## config.mk

```make
export PLATFORM = sky130hd
export DESIGN_NAME = hdlc_frame_receiver_crc16
export DESIGN_NICKNAME = d
export VERILOG_FILES = /design/src/hdl/hfr_pkg.sv /design/src/hdl/hfr_front.sv /design/src/hdl/hfr_queue.sv /design/src/hdl/hfr_back.sv /design/src/hdl/hdlc_frame_receiver_crc16.sv
export SDC_FILE = /design/constraint.sdc
export NUM_CORES = 1
export LEC_CHECK = 0
export ABC_CLOCK_PERIOD_IN_PS = 6950
export BUFFER_PORTS_ARGS = -buffer_cell sky130_fd_sc_hd__buf_2
export CORE_UTILIZATION = 50
export DETAILED_ROUTE_END_ITERATION = 10
export PLACE_DENSITY = 0.76
export SLEW_MARGIN = 0
export SYNTH_ARGS = -nofsm -noshare
export SYNTH_HDL_FRONTEND = slang
export SYNTH_SLANG_ARGS = --single-unit
```

## constraint.sdc

```tcl
create_clock -name clk -period 6.95 [get_ports clk]
set_clock_uncertainty 0.1 [all_clocks]
set_input_delay 1.7375 -clock clk [delete_from_list [all_inputs] [get_ports clk]]
set_output_delay 1.7375 -clock clk [all_outputs]
set_load 0.1 [all_outputs]
```

## src/hdl/hfr_pkg.sv

```systemverilog
// Shared types, constants and the CRC-16 byte update for the HDLC frame receiver.
// No dependencies; every other file in this block imports it.
package hfr_pkg;

	localparam int HEADER_BYTES = 8;
	localparam int QUEUE_DEPTH  = 4;
	localparam int QPTR_W       = $clog2(QUEUE_DEPTH);
	localparam int QCNT_W       = $clog2(QUEUE_DEPTH + 1);
	localparam logic [15:0] CRC_POLY = 16'h1021;
	localparam logic [7:0]  ESC_XOR  = 8'h20;

	typedef enum logic [2:0] {
		RX_HUNT    = 3'd0,
		RX_RESTART = 3'd1,
		RX_HEADER  = 3'd2,
		RX_DATA    = 3'd3,
		RX_WAIT    = 3'd4
	} rx_phase_t;

	typedef enum logic [2:0] {
		LK_IDLE   = 3'd0,
		LK_DATA   = 3'd1,
		LK_ESCAPE = 3'd2,
		LK_CRC    = 3'd3,
		LK_PAD    = 3'd4
	} link_phase_t;

	typedef enum logic [2:0] {
		EV_HEADER   = 3'd0,
		EV_PAYLOAD  = 3'd1,
		EV_CRC_OK   = 3'd2,
		EV_CRC_FAIL = 3'd3,
		EV_RAW_END  = 3'd4
	} event_t;

	typedef enum logic [2:0] {
		CFG_FLAG       = 3'd0,
		CFG_ESCAPE     = 3'd1,
		CFG_MSG_ID     = 3'd2,
		CFG_RAW_ID     = 3'd3,
		CFG_RAW_MAX    = 3'd4,
		CFG_LEN_OFFSET = 3'd5
	} cfg_index_t;

	typedef struct packed {
		logic [7:0] flag_value;
		logic [7:0] escape_value;
		logic [7:0] message_protocol_id;
		logic [7:0] raw_protocol_id;
		logic [7:0] raw_max_length;
		logic [2:0] length_field_offset;
	} cfg_t;

	typedef struct packed {
		event_t      event_res;
		logic [7:0]  value;
		logic [7:0]  position;
		logic [7:0]  payload_count;
		logic [15:0] crc_from_line;
		logic [15:0] crc_worked_out;
	} result_t;

	// CRC-16, poly 0x1021, MSB first: one byte per call
	function automatic logic [15:0] crc16_add(input logic [15:0] crc, input logic [7:0] b);
		logic [15:0] c;
		c = crc ^ {b, 8'h00};
		for (int k = 0; k < 8; k++) begin
			if (c[15]) begin
				c = {c[14:0], 1'b0} ^ CRC_POLY;
			end else begin
				c = {c[14:0], 1'b0};
			end
		end
		return c;
	endfunction

endpackage

```

## src/hdl/hfr_front.sv

```systemverilog
// Front end: deframing state machine, unescaping, CRC and result classification.
// Depends on hfr_pkg.
module hfr_front (
	input  logic            clk,
	input  logic            arst_n,
	input  hfr_pkg::cfg_t   cfg,
	input  logic            byte_valid,
	input  logic [7:0]      rx_byte,
	output logic            res_valid,
	output hfr_pkg::result_t res
);
	import hfr_pkg::*;

	rx_phase_t   rx_q, rx_d;
	link_phase_t link_q, link_d, pbe_q, pbe_d;
	logic [7:0]  proto_q, proto_d;
	logic [7:0]  cnt_q, cnt_d;
	logic [7:0]  exp_q, exp_d;
	logic [15:0] rcrc_q, rcrc_d;
	logic [15:0] crc_q, crc_d;

	logic        flag_hit, esc_hit, in_esc, pos_is_len, below_exp;
	logic [7:0]  b_un;
	link_phase_t link_after;
	logic [15:0] crc_next, crc_start;
	logic [8:0]  cnt_inc;

	assign flag_hit   = (rx_byte == cfg.flag_value);
	assign esc_hit    = (rx_byte == cfg.escape_value);
	assign in_esc     = (link_q == LK_ESCAPE);
	assign b_un       = in_esc ? (rx_byte ^ ESC_XOR) : rx_byte;
	assign link_after = in_esc ? pbe_q : link_q;
	assign crc_next   = crc16_add(crc_q, b_un);
	assign crc_start  = crc16_add(16'h0000, rx_byte);
	assign cnt_inc    = {1'b0, cnt_q} + 9'd1;
	assign pos_is_len = (cnt_q == {5'b0, cfg.length_field_offset});
	assign below_exp  = (cnt_q < exp_q);

	// next state
	always_comb begin
		rx_d    = rx_q;
		link_d  = link_q;
		pbe_d   = pbe_q;
		proto_d = proto_q;
		cnt_d   = cnt_q;
		exp_d   = exp_q;
		rcrc_d  = rcrc_q;
		crc_d   = crc_q;
		case (rx_q)
			RX_HUNT: begin
				if (flag_hit) rx_d = RX_RESTART;
			end
			RX_HEADER: begin
				if (esc_hit) begin
					pbe_d  = link_q;
					link_d = LK_ESCAPE;
				end else begin
					link_d = link_after;
					if (pos_is_len) exp_d = b_un;
					crc_d = crc_next;
					if (cnt_inc >= 9'(HEADER_BYTES)) begin
						cnt_d = 8'd0;
						rx_d  = RX_DATA;
					end else begin
						cnt_d = cnt_inc[7:0];
					end
				end
			end
			RX_DATA: begin
				if (flag_hit) begin
					rx_d   = RX_WAIT;
					link_d = LK_IDLE;
				end else if (esc_hit) begin
					pbe_d  = link_q;
					link_d = LK_ESCAPE;
				end else begin
					link_d = link_after;
					case (link_after)
						LK_DATA: begin
							if (below_exp) begin
								crc_d = crc_next;
								cnt_d = cnt_inc[7:0];
							end else begin
								rcrc_d = {8'h00, b_un};
								link_d = LK_CRC;
							end
						end
						LK_CRC: begin
							rcrc_d = {b_un, rcrc_q[7:0]};
							link_d = LK_PAD;
						end
						default: begin
							rx_d   = RX_HUNT;
							link_d = LK_IDLE;
						end
					endcase
				end
			end
			default: begin
				// wait or restart: look for the protocol byte
				if (flag_hit) begin
					rx_d = RX_RESTART;
				end else begin
					cnt_d   = 8'd0;
					link_d  = LK_DATA;
					proto_d = rx_byte;
					rcrc_d  = 16'h0000;
					crc_d   = crc_start;
					if (rx_byte == cfg.message_protocol_id) begin
						rx_d  = RX_HEADER;
						exp_d = 8'd0;
					end else if (rx_byte == cfg.raw_protocol_id) begin
						rx_d  = RX_DATA;
						exp_d = cfg.raw_max_length;
					end else begin
						rx_d = RX_WAIT;
					end
				end
			end
		endcase
	end

	// result for this word
	always_comb begin
		res_valid = 1'b0;
		res       = '{event_res: EV_HEADER, default: '0};
		case (rx_q)
			RX_HEADER: begin
				if (!esc_hit) begin
					res_valid    = byte_valid;
					res.value    = b_un;
					res.position = cnt_q;
				end
			end
			RX_DATA: begin
				if (flag_hit) begin
					res_valid = byte_valid;
					if (proto_q == cfg.message_protocol_id) begin
						res.event_res = (link_q == LK_PAD && crc_q == rcrc_q) ?
							EV_CRC_OK : EV_CRC_FAIL;
					end else begin
						res.event_res = EV_RAW_END;
					end
					res.payload_count  = cnt_q;
					res.crc_from_line  = rcrc_q;
					res.crc_worked_out = crc_q;
				end else if (!esc_hit && link_after == LK_DATA && below_exp) begin
					res_valid     = byte_valid;
					res.event_res = EV_PAYLOAD;
					res.value     = b_un;
					res.position  = cnt_q;
				end
			end
			default: begin
				res_valid = 1'b0;
			end
		endcase
	end

	always_ff @(posedge clk or negedge arst_n) begin
		if (!arst_n) begin
			rx_q    <= RX_WAIT;
			link_q  <= LK_IDLE;
			pbe_q   <= LK_IDLE;
			proto_q <= 8'd0;
			cnt_q   <= 8'd0;
			exp_q   <= 8'd0;
			rcrc_q  <= 16'h0000;
			crc_q   <= 16'h0000;
		end else if (byte_valid) begin
			rx_q    <= rx_d;
			link_q  <= link_d;
			pbe_q   <= pbe_d;
			proto_q <= proto_d;
			cnt_q   <= cnt_d;
			exp_q   <= exp_d;
			rcrc_q  <= rcrc_d;
			crc_q   <= crc_d;
		end
	end

endmodule

```

## src/hdl/hfr_queue.sv

```systemverilog
// Short result queue between the deframer and the output stage.
// Depends on hfr_pkg.
module hfr_queue (
	input  logic             clk,
	input  logic             arst_n,
	input  logic             push,
	input  hfr_pkg::result_t push_data,
	output logic             full,
	input  logic             pop,
	output logic             empty,
	output hfr_pkg::result_t pop_data
);
	import hfr_pkg::*;

	result_t             mem [QUEUE_DEPTH];
	logic [QPTR_W-1:0]   wr_q, rd_q;
	logic [QCNT_W-1:0]   cnt_q;
	logic                do_push, do_pop;

	assign full     = (cnt_q == QCNT_W'(QUEUE_DEPTH));
	assign empty    = (cnt_q == '0);
	assign do_push  = push && !full;
	assign do_pop   = pop && !empty;
	assign pop_data = mem[rd_q];

	always_ff @(posedge clk) begin
		if (do_push) mem[wr_q] <= push_data;
	end

	always_ff @(posedge clk or negedge arst_n) begin
		if (!arst_n) begin
			wr_q  <= '0;
			rd_q  <= '0;
			cnt_q <= '0;
		end else begin
			if (do_push) wr_q <= wr_q + QPTR_W'(1);
			if (do_pop) rd_q <= rd_q + QPTR_W'(1);
			case ({do_push, do_pop})
				2'b10:   cnt_q <= cnt_q + QCNT_W'(1);
				2'b01:   cnt_q <= cnt_q - QCNT_W'(1);
				default: cnt_q <= cnt_q;
			endcase
		end
	end

endmodule

```

## src/hdl/hfr_back.sv

```systemverilog
// Output stage: registers one result word and drives the result stream.
// Depends on hfr_pkg.
module hfr_back (
	input  logic             clk,
	input  logic             arst_n,
	input  logic             q_empty,
	input  hfr_pkg::result_t q_data,
	output logic             q_pop,
	output logic             out_valid,
	input  logic             out_ready,
	output hfr_pkg::result_t out_data
);
	import hfr_pkg::*;

	logic    valid_q;
	result_t data_q;

	// refill when the register is empty or its word leaves this cycle
	assign q_pop     = !q_empty && (!valid_q || out_ready);
	assign out_valid = valid_q;
	assign out_data  = data_q;

	always_ff @(posedge clk or negedge arst_n) begin
		if (!arst_n) begin
			valid_q <= 1'b0;
		end else if (q_pop) begin
			valid_q <= 1'b1;
		end else if (out_ready) begin
			valid_q <= 1'b0;
		end
	end

	always_ff @(posedge clk) begin
		if (q_pop) data_q <= q_data;
	end

endmodule

```

## src/hdl/hdlc_frame_receiver_crc16.sv

```systemverilog
// Top level of the HDLC frame receiver: configuration registers, deframer,
// result queue and output stage. Depends on hfr_pkg, hfr_front, hfr_queue, hfr_back.
//
// Usage:
//   s_axis carries one line byte per word (tdata[7:0]). Every word is consumed;
//   most produce one result word on m_axis, flags outside a frame, protocol
//   bytes, escapes, CRC bytes and bytes while hunting produce none.
//   m_axis tuser holds the event code (header byte, payload byte, CRC ok,
//   CRC fail, raw frame end); tdata holds value, position, payload count,
//   received CRC and computed CRC.
//   cfg writes set flag, escape, protocol ids, raw length and length offset;
//   cfg_ready is always high. Write only while no frame words are in flight.
// Timing:
//   One byte per cycle while s_axis_tready is high; the deframer updates state
//   and the CRC for a byte in the cycle it is taken. A result reaches m_axis
//   through the queue memory, then the output register.
//   A four-word queue sits between deframer and output register; s_axis_tready
//   drops only when that queue is full because m_axis has been stalled.
// Reset:
//   arst_n clears all control state, reloads the register defaults and puts
//   the deframer in the wait state, which accepts a frame start without flag.
module hdlc_frame_receiver_crc16 (
	input  logic        clk,
	input  logic        arst_n,
	input  logic        s_axis_tvalid,
	output logic        s_axis_tready,
	input  logic [7:0]  s_axis_tdata,   // [7:0] rx_byte
	output logic        m_axis_tvalid,
	input  logic        m_axis_tready,
	output logic [55:0] m_axis_tdata,   // [7:0] value, [15:8] position,
	                                    // [23:16] payload_count,
	                                    // [39:24] crc_from_line, [55:40] crc_worked_out
	output logic [2:0]  m_axis_tuser,   // [2:0] event_res
	input  logic        cfg_valid,
	output logic        cfg_ready,
	input  logic [2:0]  cfg_index,
	input  logic [7:0]  cfg_data
);
	import hfr_pkg::*;

	cfg_t    cfg_q;
	logic    q_full, q_empty, q_pop, byte_valid, res_valid, out_valid;
	result_t res, q_data, out_data;

	assign cfg_ready     = 1'b1;
	assign s_axis_tready = !q_full;
	assign byte_valid    = s_axis_tvalid && !q_full;

	always_ff @(posedge clk or negedge arst_n) begin
		if (!arst_n) begin
			cfg_q.flag_value          <= 8'h7E;
			cfg_q.escape_value        <= 8'h7D;
			cfg_q.message_protocol_id <= 8'h00;
			cfg_q.raw_protocol_id     <= 8'h01;
			cfg_q.raw_max_length      <= 8'd128;
			cfg_q.length_field_offset <= 3'd7;
		end else if (cfg_valid) begin
			case (cfg_index)
				CFG_FLAG:       cfg_q.flag_value          <= cfg_data;
				CFG_ESCAPE:     cfg_q.escape_value        <= cfg_data;
				CFG_MSG_ID:     cfg_q.message_protocol_id <= cfg_data;
				CFG_RAW_ID:     cfg_q.raw_protocol_id     <= cfg_data;
				CFG_RAW_MAX:    cfg_q.raw_max_length      <= cfg_data;
				CFG_LEN_OFFSET: cfg_q.length_field_offset <= cfg_data[2:0];
				default:        cfg_q <= cfg_q;
			endcase
		end
	end

	hfr_front u_front (
		.clk        (clk),
		.arst_n     (arst_n),
		.cfg        (cfg_q),
		.byte_valid (byte_valid),
		.rx_byte    (s_axis_tdata),
		.res_valid  (res_valid),
		.res        (res)
	);

	hfr_queue u_queue (
		.clk       (clk),
		.arst_n    (arst_n),
		.push      (res_valid),
		.push_data (res),
		.full      (q_full),
		.pop       (q_pop),
		.empty     (q_empty),
		.pop_data  (q_data)
	);

	hfr_back u_back (
		.clk       (clk),
		.arst_n    (arst_n),
		.q_empty   (q_empty),
		.q_data    (q_data),
		.q_pop     (q_pop),
		.out_valid (out_valid),
		.out_ready (m_axis_tready),
		.out_data  (out_data)
	);

	assign m_axis_tvalid = out_valid;
	assign m_axis_tuser  = out_data.event_res;
	assign m_axis_tdata  = {out_data.crc_worked_out, out_data.crc_from_line,
		out_data.payload_count, out_data.position, out_data.value};

endmodule
```

==> results.toml, run 1 <==
[clock_network]
postCtsSetupRepairBufs = 0
hold_buffers = 0
clkSinkCount = 411
tritoncts = "yes"
clockBufferDepth = 3
ctsResizeCount = 0
clk_pin_slew_worst_paths_ns = 0.06
root_buffer = "clkbuf_16"
cts_buffers = 42
clkLatencyLatePin_ns = 0.54
ctsHtreeMaxLevel = 2

[placement]
dp_hpwl_um = 22200
dp_cells = 1579
port_buffers = 84
globalplace.congestion = 0.905

[hold_path]
hold_class = "register to register"
holdPathStages = 1

[synthesis]
ys_types = 75
syn_area_mm2 = 0.0175
ys_ff_latch = 411
yosysWarnings = 0
synth_cells = 1087
synth_seq_area_share_pct = 67.3
synth_flop_cell = "edfxtp_1"
ys_async_sr_fraction_pct = 28.2
syn-num-nets = 1126
synth_edf_count = 295
syn_area_per_cell_um2 = 16.1

[drt]
wl_per_cell_um = 21.1
wl_met1_um = 15600
wl_met3_um = 1880
drc_errors = 0
wl_um = 35000
first_pass_iters = 5
vias_per_cell = 5.67
met2_length_um = 16800
vias = 9385
top_layer_used = "met4"
drt_iter0_drc = 734
postRouteAntennaNets = 0

[critical_path]
critPathKind = "primary input to register"
cpMaxStageDelayCell = "buf_4"
end_kind = "register"
crit_top_cell = "buf_4"
worstPathCellList = "buf_2 -> xor2_1 -> nor4_1 -> and2_1 -> buf_4 -> nand2_1 -> a31oi_2 -> and2_2 -> buf_4"
cp_slowest_stage_delay_ns = 0.68
required_ns = 7.01
worst-path-max-fanout = 52
r2r_cells = 6
worstSetupStartpointType = "primary input"
cp.arrival_ns = 4.67

[floorplan]
dieArea_mm2 = 0.0358
core_area_mm2 = 0.0345
fp.dieH_um = 189
row_count = 68
initial_core_util_pct = 50.7
die_w_um = 189
ios = 86

[timing]
finalCritPeriodShare_pct = 66.4
fmax_ghz = 0.217
max_slew.worst_pin.slew_ns = 1.23
finalSetupViolCount = 0
fin_setup_tns_ns = 0
drv_slew = 0
maxSlewHeadroom_pct = 17.9
grt_setup_unrepaired = "no"
finalHoldViolations = 0
timing.final.crit_period_ns = 4.62

[pwr]
power_leakage_nw = 7.38
irDropWorstVdd_v = 0.000284
p_per_area_mw_per_mm2 = 401

[global_route]
track_usage_pct = 20.2
grt_pass1_wl_um = 55000
antenna_found_initial = 0
grt_pass1_vias = 9551
overflow = 0
grt_max_degree = 75

[cells_and_area]
layoutNonFillerInstCount = 1656
drive_above_1_share_pct = 28.1
antenna_cells = 0
syn_to_final_growth_pct = 12.8
final_nets = 1207

[flow_run]
max-cap-violations = 0

[run_status]
outcome = "complete, no violations"
[path summary, 6_finish.rpt]
kind                                                  end  slack (ns)                   startpoint
min reg2reg                          cfg_q[6]$_DFFE_PN0P_        0.41         cfg_q[6]$_DFFE_PN0P_
max in group asynchronous  u_front.proto_q[0]$_DFFE_PN0P_        4.33                       arst_n
max                           u_queue.mem[3][4]$_DFFE_PP_        2.33              s_axis_tdata[2]
min in group asynchronous  u_front.proto_q[5]$_DFFE_PN0P_        1.25                       arst_n
max reg2reg                   u_queue.mem[3][4]$_DFFE_PP_        2.82  u_front.rx_q[2]$_DFFE_PN1P_
min                                  cfg_q[6]$_DFFE_PN0P_        0.41         cfg_q[6]$_DFFE_PN0P_
[synthesized netlist by cell type (all sizes together) (19+ instances only)]
master | instances | area [µm²]
mux2 | 73 | 830
edfxtp | 295 | 8860
xnor2 | 48 | 420
o21ai | 25 | 136
mux4 | 59 | 1330
and2 | 24 | 150
clkbuf | 39 | 148
nand2 | 48 | 180
buf | 21 | 131
inv | 31 | 116
and3 | 28 | 175
a21oi | 19 | 95.1
nor2 | 52 | 200
mux2i | 21 | 210
xor2 | 56 | 521
dfrtp | 98 | 2450
[flip-flops by register name, summed over array words and instances (netlist names), 3 cells and up]
| register | flops |
|---|---|
| u_front.cnt_q | 8 |
| u_front.proto_q | 8 |
| u_front.pbe_q | 3 |
| u_queue.cnt_q | 3 |
| u_front.crc_q | 16 |
| u_back.out_data | 59 |
| u_front.rx_q | 3 |
| u_front.link_q | 3 |
| u_front.exp_q | 8 |
| cfg_q | 43 |
| u_queue.mem | 236 |
| u_front.rcrc_q | 16 |
[kinds of logic after synthesis]
family,share of synthesized area [%]
AO/OA/AOI/OAI,3.95
XOR/XNOR,5.50
buffers and inverters,2.26
flip-flops,67.3
adder cells (fa/ha/maj),1.11
other,0.0214
multiplexers,13.5
AND/OR/NAND/NOR,6.36
[placed cells by master, fill, tap and decap left out, drive strengths merged, types with 8 or more instances in the layout]
cell | synthesis | routed
nor3 | 13 | 13
edfxtp | 295 | 295
dfrtp | 98 | 98
mux2 | 73 | 73
mux2i | 21 | 21
o21ai | 25 | 25
dfstp | 18 | 18
nand2 | 48 | 48
xor2 | 56 | 56
nor2 | 52 | 52
inv | 31 | 33
clkbuf | 39 | 60
and3 | 28 | 28
ha | 14 | 14
clkinv | 0 | 8
and2 | 24 | 24
xnor2 | 48 | 48
nor4 | 12 | 12
a21oi | 19 | 19
nand3 | 12 | 12
mux4 | 59 | 59
buf | 21 | 97
nand4 | 8 | 8
[area by class of cell]
| class | instances | area [µm²] |
|---|---|---|
| inverter | 31 | 116 |
| tap | 455 | 569 |
| multi-input combinational | 585 | 5350 |
| fill | 2725 | 14800 |
| sequential | 411 | 11800 |
| clock buffer | 60 | 1210 |
| clock inverter | 17 | 194 |
| timing repair buffer | 97 | 520 |
[through the flow]
step | hold slack (ns) | cell area (µm²) | power [W] | worst slack, ns | util [%]
final | 0.414 | 19800 | 0.00792 | 2.33 | 57.2
after global placement | 0.396 | 18300 | 0.00569 | 1.85 | 53.1
after CTS | 0.414 | 19800 | 0.00799 | 2.38 | 57.2
after floorplan | 0.374 | 17500 | 0.00529 | 0.685 | -
after global routing | 0.419 | 19800 | 0.00825 | 2.12 | 57.2
after detailed placement | 0.400 | 18300 | 0.00573 | 1.85 | 53.1
[worst max-delay path: cells and delay by family]
family	cells	cell delay [ns]
xor gates and xnor gates	1	0.12
AOI/OAI and AO/OA	1	0.44
buffers and inverters	3	1.29
and+or+nand+nor	4	1.03
[layer usage]
metal  GRT usage [%]  vias to the layer above
li1                -                     4238
met1            29.0                     4789
met2            32.1                      304
met3            3.04                       54
met4            5.83                        0
met5               0                        -
[report_power, final]
group          switching (W)  internal (W)  total (W)
Combinational        0.00165      0.000731    0.00239
Sequential          0.000271       0.00301    0.00328
Clock               0.000894       0.00136    0.00226
Total                0.00282       0.00510    0.00792
(Power assumes the default switching activity.)
==> inputs of run 2 (changes only) <==
--- a/config.mk
+++ b/config.mk
@@ -5,7 +5,7 @@
 export SDC_FILE = /design/constraint.sdc
 export NUM_CORES = 1
 export LEC_CHECK = 0
-export ABC_CLOCK_PERIOD_IN_PS = 6950
+export ABC_CLOCK_PERIOD_IN_PS = 4400
 export BUFFER_PORTS_ARGS = -buffer_cell sky130_fd_sc_hd__buf_2
 export CORE_UTILIZATION = 50
 export DETAILED_ROUTE_END_ITERATION = 10
==> constraint.sdc (replaced) <==
create_clock -name clk -period 4.4 [get_ports clk]
set_clock_uncertainty 0.1 [all_clocks]
set_input_delay 1.1 -clock clk [delete_from_list [all_inputs] [get_ports clk]]
set_output_delay 1.1 -clock clk [all_outputs]
set_load 0.1 [all_outputs]
==> results.toml, run 2 (same netlist as run 1, synthesis figures left out) <==
[drt]
first_pass_iters = 8
vias = 9638
drc_errors = 2
vias_per_cell = 5.69
wl_per_cell_um = 21.8
wl_um = 36900
drt_iter0_drc = 880
postRouteAntennaNets = 0

[critical_path]
worst-path-max-fanout = 14
rrSetupSlack_ns = 0.88
reg2reg_from = "u_front.cnt_q[2]$_DFFE_PN0P_"
r2r_end = "u_queue.mem[0][52]$_DFFE_PP_"
end_kind = "register"
required_ns = 4.57
crit_start = "u_front.cnt_q[2]$_DFFE_PN0P_"
r2r_cells = 9
endpoint = "u_queue.mem[0][52]$_DFFE_PP_"
cp.arrival_ns = 3.69
critPathKind = "register to register"
worstSetupStartpointType = "register"

[clock_network]
ctsResizeCount = 0
cts_buffers = 42
clockBufferDepth = 3
hold_buffers = 0
ctsHtreeMaxLevel = 2
root_buffer = "clkbuf_16"
clkLatencyLatePin_ns = 0.56
tritoncts = "yes"
clk_pin_slew_worst_paths_ns = 0.06
postCtsSetupRepairBufs = 0
clkSinkCount = 411

[floorplan]
initial_core_util_pct = 50.7
row_count = 68
dieArea_mm2 = 0.0358
core_area_mm2 = 0.0345
ios = 86
die_w_um = 189
fp.dieH_um = 189

[run_status]
violations = "DRC"
outcome = "complete, but fails checks"

[hold_path]
hold_start = "cfg_q[4]$_DFFE_PN0P_"
hold_class = "register to register"

[timing]
grt_setup_unrepaired = "no"
finalSetupViolCount = 0
fin_setup_tns_ns = 0
timing.final.crit_period_ns = 3.52
drv_slew = 0
finalCritPeriodShare_pct = 79.9
max_slew.worst_pin.slew_ns = 0.943
fmax_ghz = 0.284
whs_ns = 0.408
maxSlewHeadroom_pct = 37.1
finalHoldViolations = 0

[cells_and_area]
final_nets = 1242
layoutNonFillerInstCount = 1693
drive_above_1_share_pct = 30.4
syn_to_final_growth_pct = 15.2
layout_commonest_cell = "edfxtp_1"
fin_util_pct = 58.4
regMostFlops = "u_queue.mem"
largest_reg_flops = 236
final_cell_mix = "edfxtp_1, dfrtp_1, buf_2"

[flow_run]
max-cap-violations = 0

[placement]
globalplace.congestion = 0.897
port_buffers = 84
dp_cells = 1614
dp_hpwl_um = 24600

[pwr]
p_per_area_mw_per_mm2 = 630
irDropWorstVdd_v = 0.000466
p_total_w = 0.0127
power_leakage_nw = 7.62

[global_route]
overflow = 0
grt_pass1_wl_um = 57800
track_usage_pct = 21.3
grt_max_degree = 62
grt_pass1_vias = 9745
antenna_found_initial = 0
run 2: cell types whose count changed in the layout (fill, tap and decap cells not counted), sizes merged:
| cell | delta |
|---|---|
| buf | +35 |
| bufinv | +2 |
| clkbuf | -9 |
| clkinv | +7 |
| diode | +1 |
| inv | +1 |
run 2: worst max-delay path: stages (launching register included):
cell	delay, ns
dfrtp_1	0.62
ha_1	0.34
a211oi_1	0.19
o21ai_0	0.11
a41oi_1	0.40
nand3_1	0.15
a31oi_2	0.29
buf_4	0.19
and2_2	0.56
buf_4	0.27
run 2: layer usage:
| layer | track usage [%] | vias to the layer above | share of wire [%] |
|---|---|---|---|
| met4 | 6.23 | 0 | 2.2 |
| li1 | - | 4327 | - |
| met3 | 3.86 | 59 | 6.4 |
| met2 | 33.4 | 359 | 48 |
| met5 | 0 | - | 0 |
| met1 | 30.6 | 4893 | 44 |
run 2: how the worst min path moves through the flow:
stage / endpoint / slack [ns] / cells after the start
detailed placement: u_front.exp_q[0]$_DFFE_PN0P_ / 0.39 / 1
floorplan: u_front.exp_q[0]$_DFFE_PN0P_ / 0.37 / 1
global placement: cfg_q[4]$_DFFE_PN0P_ / 0.39 / 1
CTS: u_front.exp_q[0]$_DFFE_PN0P_ / 0.41 / 1
global route: cfg_q[6]$_DFFE_PN0P_ / 0.42 / 1
finish: cfg_q[4]$_DFFE_PN0P_ / 0.41 / 1
run 2: where the power goes:
part	switching [W]	leakage [nW]	internal [W]	total [W]
Sequential	0.000553	4.24	0.00474	0.00530
Combinational	0.00254	2.67	0.00118	0.00372
Clock	0.00151	0.708	0.00219	0.00370
run 2: final cells by class:
class / count / area (µm²)
inverters: 31 / 116
clock buffers: 51 / 1110
diodes: 1 / 2.50
repair buffers: 132 / 896
multi-input cells: 585 / 5350
clock inverters: 27 / 333
well taps: 455 / 569
fillers: 2630 / 14400
flip-flops and latches: 411 / 11800
run 2: per-stage QoR:
stage                     cell area [µm²]  setup WS (ns)
final                               20200          0.885
after global routing                20200          0.681
after CTS                           20200          0.852
after detailed placement            18700          0.471
after global placement              18700          0.528
after floorplan                     17500          0.235
